==> src/hdl/tic_pkg.sv <==
`default_nettype none

package tic_pkg;

    localparam int unsigned InstrWidth = 16;
    localparam int unsigned ClassWidth = 7;

    typedef enum logic [ClassWidth-1:0] {
        CLS_UNDEF = 7'd0,
        CLS_LSL1, CLS_LSR1, CLS_ASR1, CLS_ADD1, CLS_ADD3, CLS_SUB1, CLS_SUB3, CLS_MOV2,
        CLS_ADD2, CLS_CMP1, CLS_MOV1, CLS_SUB2,
        CLS_LDR3, CLS_STR2, CLS_STRH2, CLS_STRB2, CLS_LDRSB, CLS_LDR2, CLS_LDRH2,
        CLS_LDRB2, CLS_LDRSH, CLS_ADC, CLS_ADD4, CLS_AND, CLS_ASR2, CLS_BIC, CLS_BLX2,
        CLS_BX, CLS_CMN, CLS_CMP2, CLS_CMP3, CLS_EOR, CLS_LSL2, CLS_LSR2, CLS_MOV3,
        CLS_MUL, CLS_MVN, CLS_NEG, CLS_ORR, CLS_ROR, CLS_SBC, CLS_TST,
        CLS_STR1 = 7'd43, CLS_LDR1, CLS_STRB1, CLS_LDRB1,
        CLS_STRH1, CLS_LDRH1, CLS_STR3, CLS_LDR4,
        CLS_ADD5 = 7'd51, CLS_ADD6, CLS_ADD7, CLS_SUB4, CLS_PUSH, CLS_BKPT, CLS_POP,
        CLS_STMIA, CLS_LDMIA, CLS_SWI, CLS_B1, CLS_B2, CLS_BLX1,
        CLS_BL = 7'd64
    } t_class_id;

    typedef logic [InstrWidth-1:0] t_instr;

    typedef struct packed {
        t_class_id class_id;
        logic      is_undefined;
    } t_result;

endpackage

`default_nettype wire

==> src/hdl/tic_if.sv <==
`default_nettype none

interface tic_in_if;
    logic            valid;
    logic            ready;
    tic_pkg::t_instr instruction;

    modport source (output valid, output instruction, input ready);
    modport sink   (input valid, input instruction, output ready);
endinterface

interface tic_out_if;
    logic                             valid;
    logic                             ready;
    logic [tic_pkg::ClassWidth-1:0]   class_id;
    logic                             is_undefined;

    modport source (output valid, output class_id, output is_undefined, input ready);
    modport sink   (input valid, input class_id, input is_undefined, output ready);
endinterface

`default_nettype wire

==> src/hdl/tic_decode.sv <==
`default_nettype none

module tic_decode (
    input  tic_pkg::t_instr  i_instr,
    output tic_pkg::t_result o_result
);

    tic_pkg::t_class_id w_cls;
    logic [2:0]         w_top;
    logic [1:0]         w_op;

    assign w_top = i_instr[15:13];
    assign w_op  = i_instr[12:11];

    always_comb begin
        w_cls = tic_pkg::CLS_UNDEF;
        unique case (w_top)
            3'd0: begin
                unique case (w_op)
                    2'd0: w_cls = tic_pkg::CLS_LSL1;
                    2'd1: w_cls = tic_pkg::CLS_LSR1;
                    2'd2: w_cls = tic_pkg::CLS_ASR1;
                    default: begin
                        // ADD1 wins over MOV2
                        unique case (i_instr[10:9])
                            2'b10:   w_cls = tic_pkg::CLS_ADD1;
                            2'b00:   w_cls = tic_pkg::CLS_ADD3;
                            2'b11:   w_cls = tic_pkg::CLS_SUB1;
                            default: w_cls = tic_pkg::CLS_SUB3;
                        endcase
                    end
                endcase
            end
            3'd1: begin
                unique case (w_op)
                    2'd0:    w_cls = tic_pkg::CLS_MOV1;
                    2'd1:    w_cls = tic_pkg::CLS_CMP1;
                    2'd2:    w_cls = tic_pkg::CLS_ADD2;
                    default: w_cls = tic_pkg::CLS_SUB2;
                endcase
            end
            3'd2: begin
                if (w_op == 2'd1) begin
                    w_cls = tic_pkg::CLS_LDR3;
                end else if (w_op[1]) begin
                    unique case (i_instr[11:9])
                        3'd0:    w_cls = tic_pkg::CLS_STR2;
                        3'd1:    w_cls = tic_pkg::CLS_STRH2;
                        3'd2:    w_cls = tic_pkg::CLS_STRB2;
                        3'd3:    w_cls = tic_pkg::CLS_LDRSB;
                        3'd4:    w_cls = tic_pkg::CLS_LDR2;
                        3'd5:    w_cls = tic_pkg::CLS_LDRH2;
                        3'd6:    w_cls = tic_pkg::CLS_LDRB2;
                        default: w_cls = tic_pkg::CLS_LDRSH;
                    endcase
                end else begin
                    unique case (i_instr[10:6])
                        5'd0:  w_cls = tic_pkg::CLS_AND;
                        5'd1:  w_cls = tic_pkg::CLS_EOR;
                        5'd2:  w_cls = tic_pkg::CLS_LSL2;
                        5'd3:  w_cls = tic_pkg::CLS_LSR2;
                        5'd4:  w_cls = tic_pkg::CLS_ASR2;
                        5'd5:  w_cls = tic_pkg::CLS_ADC;
                        5'd6:  w_cls = tic_pkg::CLS_SBC;
                        5'd7:  w_cls = tic_pkg::CLS_ROR;
                        5'd8:  w_cls = tic_pkg::CLS_TST;
                        5'd9:  w_cls = tic_pkg::CLS_NEG;
                        5'd10: w_cls = tic_pkg::CLS_CMP2;
                        5'd11: w_cls = tic_pkg::CLS_CMN;
                        5'd12: w_cls = tic_pkg::CLS_ORR;
                        5'd13: w_cls = tic_pkg::CLS_MUL;
                        5'd14: w_cls = tic_pkg::CLS_BIC;
                        5'd15: w_cls = tic_pkg::CLS_MVN;
                        5'd16, 5'd17, 5'd18, 5'd19: w_cls = tic_pkg::CLS_ADD4;
                        5'd20, 5'd21, 5'd22, 5'd23: w_cls = tic_pkg::CLS_CMP3;
                        5'd24, 5'd25, 5'd26, 5'd27: w_cls = tic_pkg::CLS_MOV3;
                        5'd28, 5'd29: w_cls = tic_pkg::CLS_BX;
                        default:      w_cls = tic_pkg::CLS_BLX2;
                    endcase
                end
            end
            3'd3: begin
                unique case (w_op)
                    2'd0:    w_cls = tic_pkg::CLS_STR1;
                    2'd1:    w_cls = tic_pkg::CLS_LDR1;
                    2'd2:    w_cls = tic_pkg::CLS_STRB1;
                    default: w_cls = tic_pkg::CLS_LDRB1;
                endcase
            end
            3'd4: begin
                unique case (w_op)
                    2'd0:    w_cls = tic_pkg::CLS_STRH1;
                    2'd1:    w_cls = tic_pkg::CLS_LDRH1;
                    2'd2:    w_cls = tic_pkg::CLS_STR3;
                    default: w_cls = tic_pkg::CLS_LDR4;
                endcase
            end
            3'd5: begin
                unique case (w_op)
                    2'd0: w_cls = tic_pkg::CLS_ADD5;
                    2'd1: w_cls = tic_pkg::CLS_ADD6;
                    2'd2: begin
                        if (i_instr[10:7] == 4'd0) begin
                            w_cls = tic_pkg::CLS_ADD7;
                        end else if (i_instr[10:7] == 4'd1) begin
                            w_cls = tic_pkg::CLS_SUB4;
                        end else if (i_instr[10:9] == 2'b10) begin
                            w_cls = tic_pkg::CLS_PUSH;
                        end else begin
                            w_cls = tic_pkg::CLS_UNDEF;
                        end
                    end
                    default: begin
                        if (i_instr[10:8] == 3'b110) begin
                            w_cls = tic_pkg::CLS_BKPT;
                        end else if (i_instr[10:9] == 2'b10) begin
                            w_cls = tic_pkg::CLS_POP;
                        end else begin
                            w_cls = tic_pkg::CLS_UNDEF;
                        end
                    end
                endcase
            end
            3'd6: begin
                if (w_op == 2'd0) begin
                    w_cls = tic_pkg::CLS_STMIA;
                end else if (w_op == 2'd1) begin
                    w_cls = tic_pkg::CLS_LDMIA;
                end else if (i_instr[12:8] == 5'h1F) begin
                    w_cls = tic_pkg::CLS_SWI;
                end else begin
                    w_cls = tic_pkg::CLS_B1;
                end
            end
            default: begin
                unique case (w_op)
                    2'd0:    w_cls = tic_pkg::CLS_B2;
                    2'd1:    w_cls = tic_pkg::CLS_BLX1;
                    default: w_cls = tic_pkg::CLS_BL;
                endcase
            end
        endcase
    end

    assign o_result.class_id     = w_cls;
    assign o_result.is_undefined = (w_cls == tic_pkg::CLS_UNDEF);

endmodule

`default_nettype wire

==> src/hdl/thumb_instruction_classifier.sv <==
`default_nettype none

// Channel  Dir  Port   Beat fields
// -------  ---  -----  -----------------------------
// in       in   i_in   instruction[15:0]
// out      out  o_out  class_id[6:0], is_undefined
//
// Two register stages: instruction register, decode, result register.
// One beat per cycle sustained while the output is not stalled; the decode is a single
// combinational pass between the two registers.
// Synchronous active-low reset empties both stages.
// A stalled output holds its beat; the input stage keeps taking beats
// until both stages are full.

module thumb_instruction_classifier (
    input  wire          i_clk,
    input  wire          i_rst_n,
    tic_in_if.sink       i_in,
    tic_out_if.source    o_out
);

    logic               r_s1_valid;
    logic               n_s1_valid;
    tic_pkg::t_instr    r_instr;
    logic               r_s2_valid;
    logic               n_s2_valid;
    tic_pkg::t_result   r_res;
    tic_pkg::t_result   w_dec;
    logic               w_s1_adv;
    logic               w_in_ready;

    tic_decode u_decode (
        .i_instr  (r_instr),
        .o_result (w_dec)
    );

    assign w_s1_adv   = !r_s2_valid || o_out.ready;
    assign w_in_ready = !r_s1_valid || w_s1_adv;

    always_comb begin
        n_s1_valid = r_s1_valid;
        n_s2_valid = r_s2_valid;
        if (w_in_ready) begin
            n_s1_valid = i_in.valid;
        end
        if (w_s1_adv) begin
            n_s2_valid = r_s1_valid;
        end
    end

    always_ff @(posedge i_clk) begin
        if (!i_rst_n) begin
            r_s1_valid <= 1'b0;
            r_s2_valid <= 1'b0;
        end else begin
            r_s1_valid <= n_s1_valid;
            r_s2_valid <= n_s2_valid;
        end
    end

    always_ff @(posedge i_clk) begin
        if (w_in_ready && i_in.valid) begin
            r_instr <= i_in.instruction;
        end
        if (w_s1_adv && r_s1_valid) begin
            r_res <= w_dec;
        end
    end

    assign i_in.ready         = w_in_ready;
    assign o_out.valid        = r_s2_valid;
    assign o_out.class_id     = r_res.class_id;
    assign o_out.is_undefined = r_res.is_undefined;

endmodule

`default_nettype wire

==> src/flat_wrapper.sv <==
// flat-port wrapper written by rule: the top's interface ports become plain ports
module thumb_instruction_classifier_flat 
  (i_clk, i_rst_n, i_in_valid, i_in_instruction, i_in_ready, o_out_valid, o_out_class_id, o_out_is_undefined, o_out_ready);
  tic_in_if i_in_i ();
  tic_out_if o_out_i ();
  input  wire i_clk;
  input  wire i_rst_n;
  input wire logic [$bits(i_in_i.valid)-1:0] i_in_valid;
  input wire logic [$bits(i_in_i.instruction)-1:0] i_in_instruction;
  output wire logic [$bits(i_in_i.ready)-1:0] i_in_ready;
  output wire logic [$bits(o_out_i.valid)-1:0] o_out_valid;
  output wire logic [$bits(o_out_i.class_id)-1:0] o_out_class_id;
  output wire logic [$bits(o_out_i.is_undefined)-1:0] o_out_is_undefined;
  input wire logic [$bits(o_out_i.ready)-1:0] o_out_ready;
  assign i_in_i.valid = i_in_valid;
  assign i_in_i.instruction = i_in_instruction;
  assign i_in_ready = i_in_i.ready;
  assign o_out_valid = o_out_i.valid;
  assign o_out_class_id = o_out_i.class_id;
  assign o_out_is_undefined = o_out_i.is_undefined;
  assign o_out_i.ready = o_out_ready;
  thumb_instruction_classifier u_core (.i_clk(i_clk), .i_rst_n(i_rst_n), .i_in(i_in_i), .o_out(o_out_i));
endmodule
==> config.mk <==
export PLATFORM = sky130hd
export DESIGN_NAME = thumb_instruction_classifier_flat
export DESIGN_NICKNAME = d
export VERILOG_FILES = /design/src/hdl/tic_pkg.sv /design/src/hdl/tic_if.sv /design/src/hdl/tic_decode.sv /design/src/hdl/thumb_instruction_classifier.sv /design/src/flat_wrapper.sv
export SDC_FILE = /design/constraint.sdc
export NUM_CORES = 1
export LEC_CHECK = 0
export BUFFER_PORTS_ARGS = -buffer_cell sky130_fd_sc_hd__clkbuf_2
export CAP_MARGIN = 20
export CORE_ASPECT_RATIO = 2
export CORE_MARGIN = 2
export CORE_UTILIZATION = 51
export DETAILED_ROUTE_END_ITERATION = 10
export PLACE_DENSITY_LB_ADDON = 0.05
export RECOVER_POWER = 100
export SLEW_MARGIN = 20
export SYNTH_ARGS = -nofsm -noshare
export SYNTH_HDL_FRONTEND = slang
export SYNTH_SLANG_ARGS = --single-unit
==> constraint.sdc <==
create_clock -name i_clk -period 2.1 [get_ports i_clk]
set_input_delay 0.105 -clock i_clk [delete_from_list [all_inputs] [get_ports i_clk]]
set_output_delay 0.105 -clock i_clk [all_outputs]
set_load 0.05 [all_outputs]
-- Word level (Yosys, flattened, before mapping)
Memory sizes are Yosys's and may differ from the RTL's. A register that Yosys moved wholly into a read port is not among the register bits.
Cells that the tools add are included.
- register bits: 26
- bits in read-only memories: 192
- input bits: 20
- output and inout port bits: 10
- memories kept: 1
- memory list (name ; depth ; bits a word ; read ports ; clocked after memory_dff ; write ports ; RTL line ; text):
    (no name shown) ; 32 ; 6 ; 1 ; 1 ; 0 ; tic_decode.sv:57 ; unique case (i_instr[10:6])
- equal/unequal tests: 19
- multiplexer cells: 20
- reductions and logical operators: 12
- operator list (kind ; count):
    $pmux W7 S7 ; 1
    $pmux W5 S7 ; 1
    $mux W6 ; 5
    $pmux W3 S3 ; 3
    $eq A3 B3 Y1 const B ; 7
    $pmux W6 S3 ; 1
    $pmux W5 S3 ; 1
    $mux W7 ; 2
    $pmux W7 S2 ; 1
    $eq A3 B2 Y1 const B ; 4
    $logic_not A7 Y1 ; 1
    $eq A2 B2 Y1 const B ; 3
    $eq A3 B1 Y1 const B ; 2
    $logic_not A3 Y1 ; 2
    $mux W3 ; 2
    $pmux W2 S3 ; 1
    $eq A5 B5 Y1 const B ; 1
    $mux W5 ; 1
    $eq A4 B1 Y1 const B ; 1
    $logic_not A2 Y1 ; 2
    $logic_not A4 Y1 ; 1
    $eq A2 B1 Y1 const B ; 1
    $logic_and A1 B1 Y1 ; 2
    $logic_not A1 Y1 ; 2
    other kinds (2) ; 3

-- Longest topological paths before layout
Gate-level depths: netlist (run 1).
- depth in word-level cells: 7
- gate-level depth with buffers: 10
- mapped depth without buffers: 8

-- Modules after synthesis
From an unflattened synthesis (run 1), not the netlist that was laid out.
- cell total of the unflattened synthesis: 181
- area, all modules: 1814.2 sq um
- by module, submodules not included (module ; times used ; cells each ; area an instance (sq um) ; seq. area each (sq um)):
    tic_decode ; 1 ; 148 ; 989.7 ; 0.0
    thumb_instruction_classifier ; 1 ; 33 ; 824.5 ; 760.7

-- Worst setup path before layout (run 1)
OpenSTA, ideal clock, no wires.
- path kind: register -> register
- start point: reg u_core.r_s2_valid (netlist: u_core.o_out.valid)
- end point: reg (tool-made name)
- library setup time: 0.123 ns
- arrival time: 2.435 ns
- data required time: 1.977 ns
- setup slack: -0.458 ns
- stages on the path, launching flop included: 9
- buffers on the path: 0
- path through: dfxtp_1 > nand3b_4 > nand2_4 > mux2i_4 > inv_1 > ha_1 > mux2_2 > o21ai_0 > a21oi_1
- RTL lines (element ; RTL line ; text):
    start: declaration ; thumb_instruction_classifier.sv:25 ; logic r_s2_valid;
    start signal: assignment ; thumb_instruction_classifier.sv:57 ; r_s2_valid <= n_s2_valid;

==> results of run 1 <==
-- critical path: stages (launching register included) --
cell and delay, ns:
edfxtp_1 0.50, inv_2 0.14, ha_4 0.21, mux2i_1 0.14, nand2_1 0.08, a311oi_2 0.27, o221ai_2 0.14, or3_1 0.37
nor3_2 0.13
-- synth_stat cells, drive strengths merged, types with 3 or more instances --
cell type,count
a31oi,6
o221ai,4
a211oi,4
nor2b,5
ha,17
nand3,5
a22oi,3
o21ai,11
nor3,7
nor2,12
nand2,11
dfxtp,8
inv,11
mux2i,6
a21oi,11
buf,11
nand2b,3
mux2,6
edfxtp,18
-- worst max path at each step --
stage / cells after the start / slack, ns / endpoint / start
floorplan: 8 / 0.008 / flip-flop / u_core.o_out.valid
global placement: 8 / -0.009 / u_core.o_out.is_undefined / u_core.r_instr[11]
detailed placement: 9 / -0.09 / u_core.o_out.is_undefined / u_core.r_instr[11]
CTS: 8 / -0.06 / u_core.o_out.is_undefined / u_core.r_instr[11]
global route: 8 / -0.14 / u_core.o_out.is_undefined / u_core.r_instr[11]
finish: 8 / -0.04 / u_core.o_out.is_undefined / u_core.r_instr[11]
-- metrics by stage --
| step | cell area (um2) | TNS, ns | power (uW) | utilization |
|---|---|---|---|---|
| after floorplan | 1900 | 0 | 888 | - |
| after global placement | 2170 | -0.00898 | 989 | 0.607 |
| after detailed placement | 2170 | -0.0949 | 1000 | 0.607 |
| after CTS | 2240 | -0.0566 | 1370 | 0.629 |
| after global routing | 2340 | -0.201 | 1460 | 0.657 |
| final | 2340 | -0.0359 | 1380 | 0.657 |
-- routing by layer --
metal	vias up	global-route usage	wire length, um
met5	-	0	0
met4	0	0.0880	127
met3	9	0.0241	84
met2	29	0.445	2740
met1	774	0.224	1510
li1	797	-	-
-- cells by family (layout without fill, tap and decap cells) --
group	count (synthesis)	in the layout	share of synthesized area
buffers and inverters	22	67	0.0605
AND/OR/NAND/NOR	53	53	0.159
multiplexers	12	12	0.0785
AO/OA/AOI/OAI	58	58	0.217
flip-flops	26	26	0.372
adder cells (fa/ha/maj)	17	17	0.113
-- area by class of cell --
cell class              count  area, um2  share of cell area
clock buffers               4       66.3              0.0283
inverters                  11       41.3              0.0176
multi-input cells         140       1140               0.488
flip-flops and latches     26        704               0.301
well taps                  49       61.3              0.0262
repair buffers             52        327               0.139
-- repair_timing --
| action | CTS | global route |
|---|---|---|
| hold buffers | 0 | 3 |
| setup buffers | 0 | 4 |
| pin swaps | 0 | 1 |
| endpoints found under the setup margin | 1 | 4 |
| gates resized for setup | 6 | 13 |
| endpoints found under the hold margin | 0 | 3 |
-- report_power, final --
group | leakage [uW] | switching (uW) | internal [uW]
Sequential | 0.000240 | 28.3 | 596
Combinational | 0.000666 | 231 | 168
Clock | 0.0000339 | 153 | 207
Total | 0.000940 | 412 | 971
==> flow_summary.ini, run 1 <==
[clocking]
clkSlewWorstSetupHoldPaths_ns = 0.09
cts_tree = built
clk_path_buf_depth = 2
clk_latency_ns = 0.27
cts_sinks = 26
cts-root-buf = clkbuf_8
htree_levels = 1
cts_buffers = 3

[setup_path]
path_class = flip-flop to flip-flop
cp_max_fo = 6
rr_worst_depth = 8
arrival_ns = 2.25
crit_required_ns = 2.22
r2r-end = u_core.o_out.is_undefined
rrSetupSlack_ns = -0.04
cp-start-kind = flip-flop
cp-end-kind = flip-flop
reg2reg_from = u_core.r_instr[11]

[placed_design]
place_congestion = 0.886
hpwl_um = 3560
io_buffers = 23
pre_cts_slack_ns = -0.0949
place_inst = 271

[floorplan]
core_area_mm2 = 0.00357
die_y_um = 89.9
io_pins = 30
die_area_mm2 = 0.00422
start_util = 0.527
die_w_um = 47.0
row_count = 31

[routing]
drt-initial-drc-count = 30
vias = 1609
via_per_inst = 5.71
drt-total-wl_um = 4460
drc = 0
firstDrtPassIters = 4
wire_per_inst_um = 15.8
ant_nets = 0

[sta]
fin_hold_ws_ns = 0.00482
hold_viol = 0
worst_pin_slew_ns = 0.639
slew-limit-headroom = 0.573
rsz0062_at_grt = yes
period_share = 1.02
setup_violations = 1
finalMaxSlewViolations = 0
max_freq_mhz = 468
fin_crit_ns = 2.14
skew_ns = 0.00241
layout_setup_ws_ns = -0.0359

[global_route]
grt_start_max_net_pins = 18
gr-total-overflow = 0
grt_usage = 0.232
grt_pass1_vias = 1624
antenna_found_initial = 0
grt_pass1_wl_um = 7290

[synth]
yosysTopAreaCell = edfxtp_1
netlist.area_leader.share = 0.287
postSynthCellCount = 188
yosysUniqueCellTypes = 53
synth_ff_type = edfxtp_1
ys_seq_area_frac = 0.372
syn_nets = 225
synth_area_leaders = edfxtp_1 29%, ha_1 11%, dfxtp_1 8.5%
ys_seq_elements = 26
syn_area_mm2 = 0.00188
yosys_warnings = 0
syn_avg_cell_area_um2 = 10.0
synth_edf_count = 18
synthArstFlopShare = 0

[worst_hold_path]
hold_end = u_core.r_instr[15]
hold_path_depth = 1
hold_path.class = input pin to flip-flop
min_from = i_in_instruction[15]

[finish]
final_cells = 282
final_common_cell = buf_4
syn2layout_area_growth_pct = 24.5
nFillCells = 330
mostFrequentLayoutCells = 25 x buf_4, 18 x edfxtp_1, 14 x clkbuf_1
drive_gt1_frac = 0.300
fin_nets = 271
n_antenna_cell = 0

[pwr]
powerDensity_mw_per_mm2 = 590
p_leak_uw = 0.000940
irDropWorstVdd_mv = 0.634

[flow_run]
drv_cap = 0

[run_status]
violations = setup timing
status = finished, violations left
Note: power is estimated with default switching activity, not from simulation.
==> run 2, diff against run 1 <==
--- a/config.mk
+++ b/config.mk
@@ -16,4 +16,5 @@
 export SLEW_MARGIN = 20
 export SYNTH_ARGS = -nofsm -noshare
 export SYNTH_HDL_FRONTEND = slang
+export SYNTH_HIERARCHICAL = 1
 export SYNTH_SLANG_ARGS = --single-unit
==> run 2 against run 1 <==
The flow still finishes with violations (setup timing). Largest cell class unchanged. Clock skew up 0.0026 ns. Final cell count fell by 5.7%. Maximum frequency is 7.1% lower. Sequential cell count is 6 lower. Critical path depth is 1 lower. Wire length increased by 3.4%.
==> flow_summary.ini, run 2 <==
[sta]
fin_crit_ns = 2.30
worst_pin_slew_ns = 0.698
skew_ns = 0.00501
fin_hold_ws_ns = 0.0158
hold_viol = 0
slew-limit-headroom = 0.533
finalMaxSlewViolations = 0
rsz0062_at_grt = yes
max_freq_mhz = 435
setup_violations = 2
layout_setup_ws_ns = -0.199
period_share = 1.09
setup_tns_ns = -0.249

[setup_path]
path_class = flip-flop to flip-flop
cp-end-kind = flip-flop
rr_worst_depth = 7
crit_chain = buf_4, ha_1, mux2i_1, o21ai_0, o21a_1, o41a_1, nor4b_4
slowest_stage = o41a_1
crit_required_ns = 2.20
arrival_ns = 2.40
slowest_delay_ns = 0.53
cp_max_fo = 5
cp-start-kind = flip-flop

[routing]
drt-initial-drc-count = 69
via_per_inst = 6.09
wire_per_inst_um = 17.3
firstDrtPassIters = 5
ant_nets = 0
drc = 0
vias = 1619
drt-total-wl_um = 4610

[pwr]
p_clk_frac = 0.318
p_leak_uw = 0.000934
seq_power_share = 0.400
powerDensity_mw_per_mm2 = 560
switching_share = 0.284
pwr-share-comb = 0.282
irDropWorstVdd_mv = 0.713
switching_power_uw = 343
p_int_uw = 863

[floorplan]
io_pins = 30
start_util = 0.524
row_count = 29
die_w_um = 44.0
die_y_um = 84.1
die_area_mm2 = 0.00370
core_area_mm2 = 0.00312

[finish]
fin_nets = 272
finish.utilization = 0.690
n_antenna_cell = 0
multi_input_area_mm2 = 0.00101
mostFrequentLayoutCells = 38 x buf_4, 18 x edfxtp_1, 15 x a21oi_1, 15 x nor2_1, 14 x clkbuf_1
nFillCells = 258
drive_gt1_frac = 0.311
largest_reg_flops = 10
final_common_cell = buf_4
regArea_um2 = 581
syn2layout_area_growth_pct = 31.8
top_register = u_core/r_instr

[global_route]
grt_pass1_vias = 1705
grt_start_max_net_pins = 13
grt_pass1_wl_um = 7490
antenna_found_initial = 0
grt_usage = 0.276
gr-total-overflow = 0

[clocking]
cts_buffers = 3
cts_sinks = 20
htree_levels = 1
clkSlewWorstSetupHoldPaths_ns = 0.07
clk_path_buf_depth = 2
cts_tree = built
cts-root-buf = clkbuf_8
clk_latency_ns = 0.26
hold_buffers = 0

[flow_run]
drv_cap = 0

[synth]
syn_area_mm2 = 0.00163
postSynthCellCount = 175
syn_nets = 211
yosys_warnings = 6
syn_avg_cell_area_um2 = 9.34

[worst_hold_path]
hold_path_depth = 1
hold_path.class = input pin to flip-flop

[placed_design]
place_congestion = 0.858
pre_cts_slack_ns = -0.144
io_buffers = 23
hpwl_um = 3750

[run_status]
status = finished, violations left
violations = setup timing
==> run 2: layer usage <==
metal | GRT usage | wire, um | up-vias
met2 | 0.504 | 2540 | 79
met4 | 0.253 | 404 | 0
met1 | 0.224 | 1440 | 738
li1 | - | - | 768
met5 | 0 | 0 | -
met3 | 0.0411 | 229 | 34
==> run 2: worst max-delay path, delay by kind of cell (launching register included) <==
| kind | cells | cell delay (ns) |
|---|---|---|
| DFF | 1 | 0.40 |
| and+or+nand+nor | 1 | 0.27 |
| AOI/OAI and AO/OA | 3 | 0.91 |
| muxes | 1 | 0.17 |
| buffers and inverters | 1 | 0.17 |
| adders and majority gates | 1 | 0.22 |
==> run 2: power by group through the flow <==
stage               clock network, uW  logic [uW]  registers (uW)
finish                            383         340             482
detailed placement                  0         324             494
CTS                               392         336             483
global route                      395         366             486
global placement                    0         319             492
floorplan                           0         161             528
==> run 2: what timing repair did <==
| action | in CTS | in global routing |
|---|---|---|
| setup endpoints to repair | 1 | 4 |
| pin swaps | 4 | 3 |
| cloned | 0 | 0 |
| buffers inserted | 4 | 0 |
| gates resized for setup | 3 | 5 |
==> run 2: through the flow <==
stage / power (uW) / cells / cell area, um2
after detailed placement: 817 / 258 / 2060
after global placement: 811 / 258 / 2060
after floorplan: 689 / 175 / 1670
final: 1210 / 266 / 2150
after global routing: 1250 / 266 / 2150
after CTS: 1210 / 266 / 2170
==> run 2: path summary, 6_finish.rpt <==
check	slack, ns	start	endpoint
setup reg to reg	-0.20	u_core/r_instr[7]	u_core/o_out.is_undefined
hold / removal	0.02	i_in_instruction[10]	u_core/r_instr[10]
setup / recovery	-0.20	u_core/r_instr[7]	u_core/o_out.is_undefined
hold reg to reg	0.55	u_core/r_s1_valid	u_core/r_s1_valid
==> run 2: final cells by class <==
| type | instances | area share |
|---|---|---|
| inverter | 10 | 0.0174 |
| clock buffer | 3 | 0.0192 |
| sequential | 20 | 0.270 |
| tap | 31 | 0.0180 |
| clock inverter | 1 | 0.0139 |
| multi-input combinational | 135 | 0.468 |
| timing repair buffer | 66 | 0.193 |
==> run 3, diff against run 2 <==
==> constraint.sdc (replaced) <==
create_clock -name i_clk -period 2.1 [get_ports i_clk]
set_input_delay 0.315 -clock i_clk [delete_from_list [all_inputs] [get_ports i_clk]]
set_output_delay 0.315 -clock i_clk [all_outputs]
set_load 0.05 [all_outputs]
==> run 3 against run 2 <==
The run still ends with setup timing left. Worst hold slack gained 0.21 ns. First-iteration DRC count down 8.7%. Sequential share of layout area fell by 0.92 points. Sequential cell count unchanged. Maximum frequency grew 1.3%. Count of clock-buffer cells in the layout did not move.
==> flow_summary.ini, run 3 (synthesis gave the netlist of run 2 again) <==
[pwr]
pwr-share-comb = 0.292
switching_power_uw = 354
irDropWorstVdd_mv = 0.510
powerDensity_mw_per_mm2 = 551
switching_share = 0.289
total_power_uw = 1230
p_leak_uw = 0.000956
p_int_uw = 873
p_clk_frac = 0.315
seq_power_share = 0.393

[clocking]
cts_sinks = 20
clkSlewWorstSetupHoldPaths_ns = 0.08
hold_buffers = 0
clk_path_buf_depth = 2
cts_tree = built
clk_latency_ns = 0.26
cts_buffers = 3
htree_levels = 1
cts-root-buf = clkbuf_8

[setup_path]
path_class = flip-flop to flip-flop
slowest_delay_ns = 0.57
slowest_stage = or4_4
cp_max_fo = 6
reg2reg_from = u_core/r_instr[7]
cp-end-kind = flip-flop
cp-start-kind = flip-flop
crit_required_ns = 2.20
crit_start = u_core/r_instr[7]
rr_worst_depth = 8
crit_chain = inv_2, ha_4, nor2b_4, a21oi_1, o2111ai_1, a31oi_1, or4_4, nor4b_4
arrival_ns = 2.37

[global_route]
use_met3 = 0.0476
grt_pass1_wl_um = 7770
met2_usage = 0.515
grt_busiest_layer = met2
grt_usage = 0.285
grt_pass1_vias = 1670
antenna_found_initial = 0
grt_start_max_net_pins = 13
met1_usage = 0.265
gr-total-overflow = 0

[sta]
slew-limit-headroom = 0.536
skew_ns = 0.00233
layout_setup_ws_ns = -0.170
finalMaxSlewViolations = 0
period_share = 1.08
setup_tns_ns = -0.180
max_freq_mhz = 441
hold_viol = 0
fin_crit_ns = 2.27
rsz0062_at_grt = yes
worst_pin_slew_ns = 0.695
setup_violations = 2

[placed_design]
placed_area_mm2 = 0.00207
place_congestion = 0.874
io_buffers = 23
hpwl_um = 3720
pre_cts_slack_ns = -0.200

[finish]
drive_gt1_frac = 0.349
top_register = u_core/r_instr
nFillCells = 252
final_cell_area_mm2 = 0.00223
final_common_cell = buf_4
n_antenna_cell = 0
syn2layout_area_growth_pct = 36.4
regArea_um2 = 581
fin_nets = 275
largest_reg_flops = 10
mostFrequentLayoutCells = 43 x buf_4, 18 x edfxtp_1, 16 x nor2_1
multi_input_area_mm2 = 0.00105

[routing]
drt-total-wl_um = 4790
drc = 0
vias = 1665
wire_per_inst_um = 17.8
firstDrtPassIters = 4
ant_nets = 0
via_per_inst = 6.19
drt-initial-drc-count = 63

[floorplan]
die_area_mm2 = 0.00370
die_y_um = 84.1
row_count = 29
die_w_um = 44.0
core_area_mm2 = 0.00312
start_util = 0.524
io_pins = 30

[run_status]
violations = setup timing
status = finished, violations left

[worst_hold_path]
hold_path.class = input pin to flip-flop
min_from = i_in_instruction[8]
hold_path_depth = 1

[flow_run]
drv_cap = 0
run 3: through the flow:
step	instances	util	hold WS, ns
after floorplan	175	-	0.414
after global placement	259	0.663	0.494
after detailed placement	259	0.663	0.495
after CTS	265	0.695	0.223
after global routing	269	0.715	0.214
final	269	0.715	0.228
run 3: final cells by class:
class | count | area share
multi-input cells | 135 | 0.473
flip-flops and latches | 20 | 0.260
repair buffers | 69 | 0.200
clock buffers | 3 | 0.0185
well taps | 31 | 0.0174
inverters | 10 | 0.0168
clock inverters | 1 | 0.0135
run 3: power groups by stage:
stage	sequential, uW	combinational, uW	clock [uW]
5_1_grt	487	387	408
3_5_place_dp	493	326	0
2_1_floorplan	528	161	0
6_report	483	359	386
3_3_place_gp	491	317	0
4_1_cts	483	336	398
run 3: worst paths after layout:
path	to	slack, ns
worst min-delay path	u_core/r_instr[8]	0.23
worst max register to register	u_core/o_out.is_undefined	-0.17
worst max-delay path	u_core/o_out.is_undefined	-0.17
worst min register to register	u_core/r_s1_valid	0.56
run 3: worst max-delay path: cells and delay by family, from the launching register on:
family / cells / cell delay, ns
and+or+nand+nor: 3 / 0.91
DFF: 1 / 0.48
AOI/OAI and AO/OA: 3 / 0.40
buffers and inverters: 1 / 0.17
adders and majority gates: 1 / 0.15
run 3: repair_timing:
| action | 4_1_cts | 5_1_grt |
|---|---|---|
| pin swaps | 4 | 10 |
| setup endpoints to repair | 1 | 5 |
| buffers inserted | 2 | 4 |
| gates resized for setup | 6 | 16 |
run 3: routing by layer:
metal	wire length, um	vias up
met5	0	-
met4	410	0
met3	213	38
met2	2660	82
met1	1500	769
li1	-	776
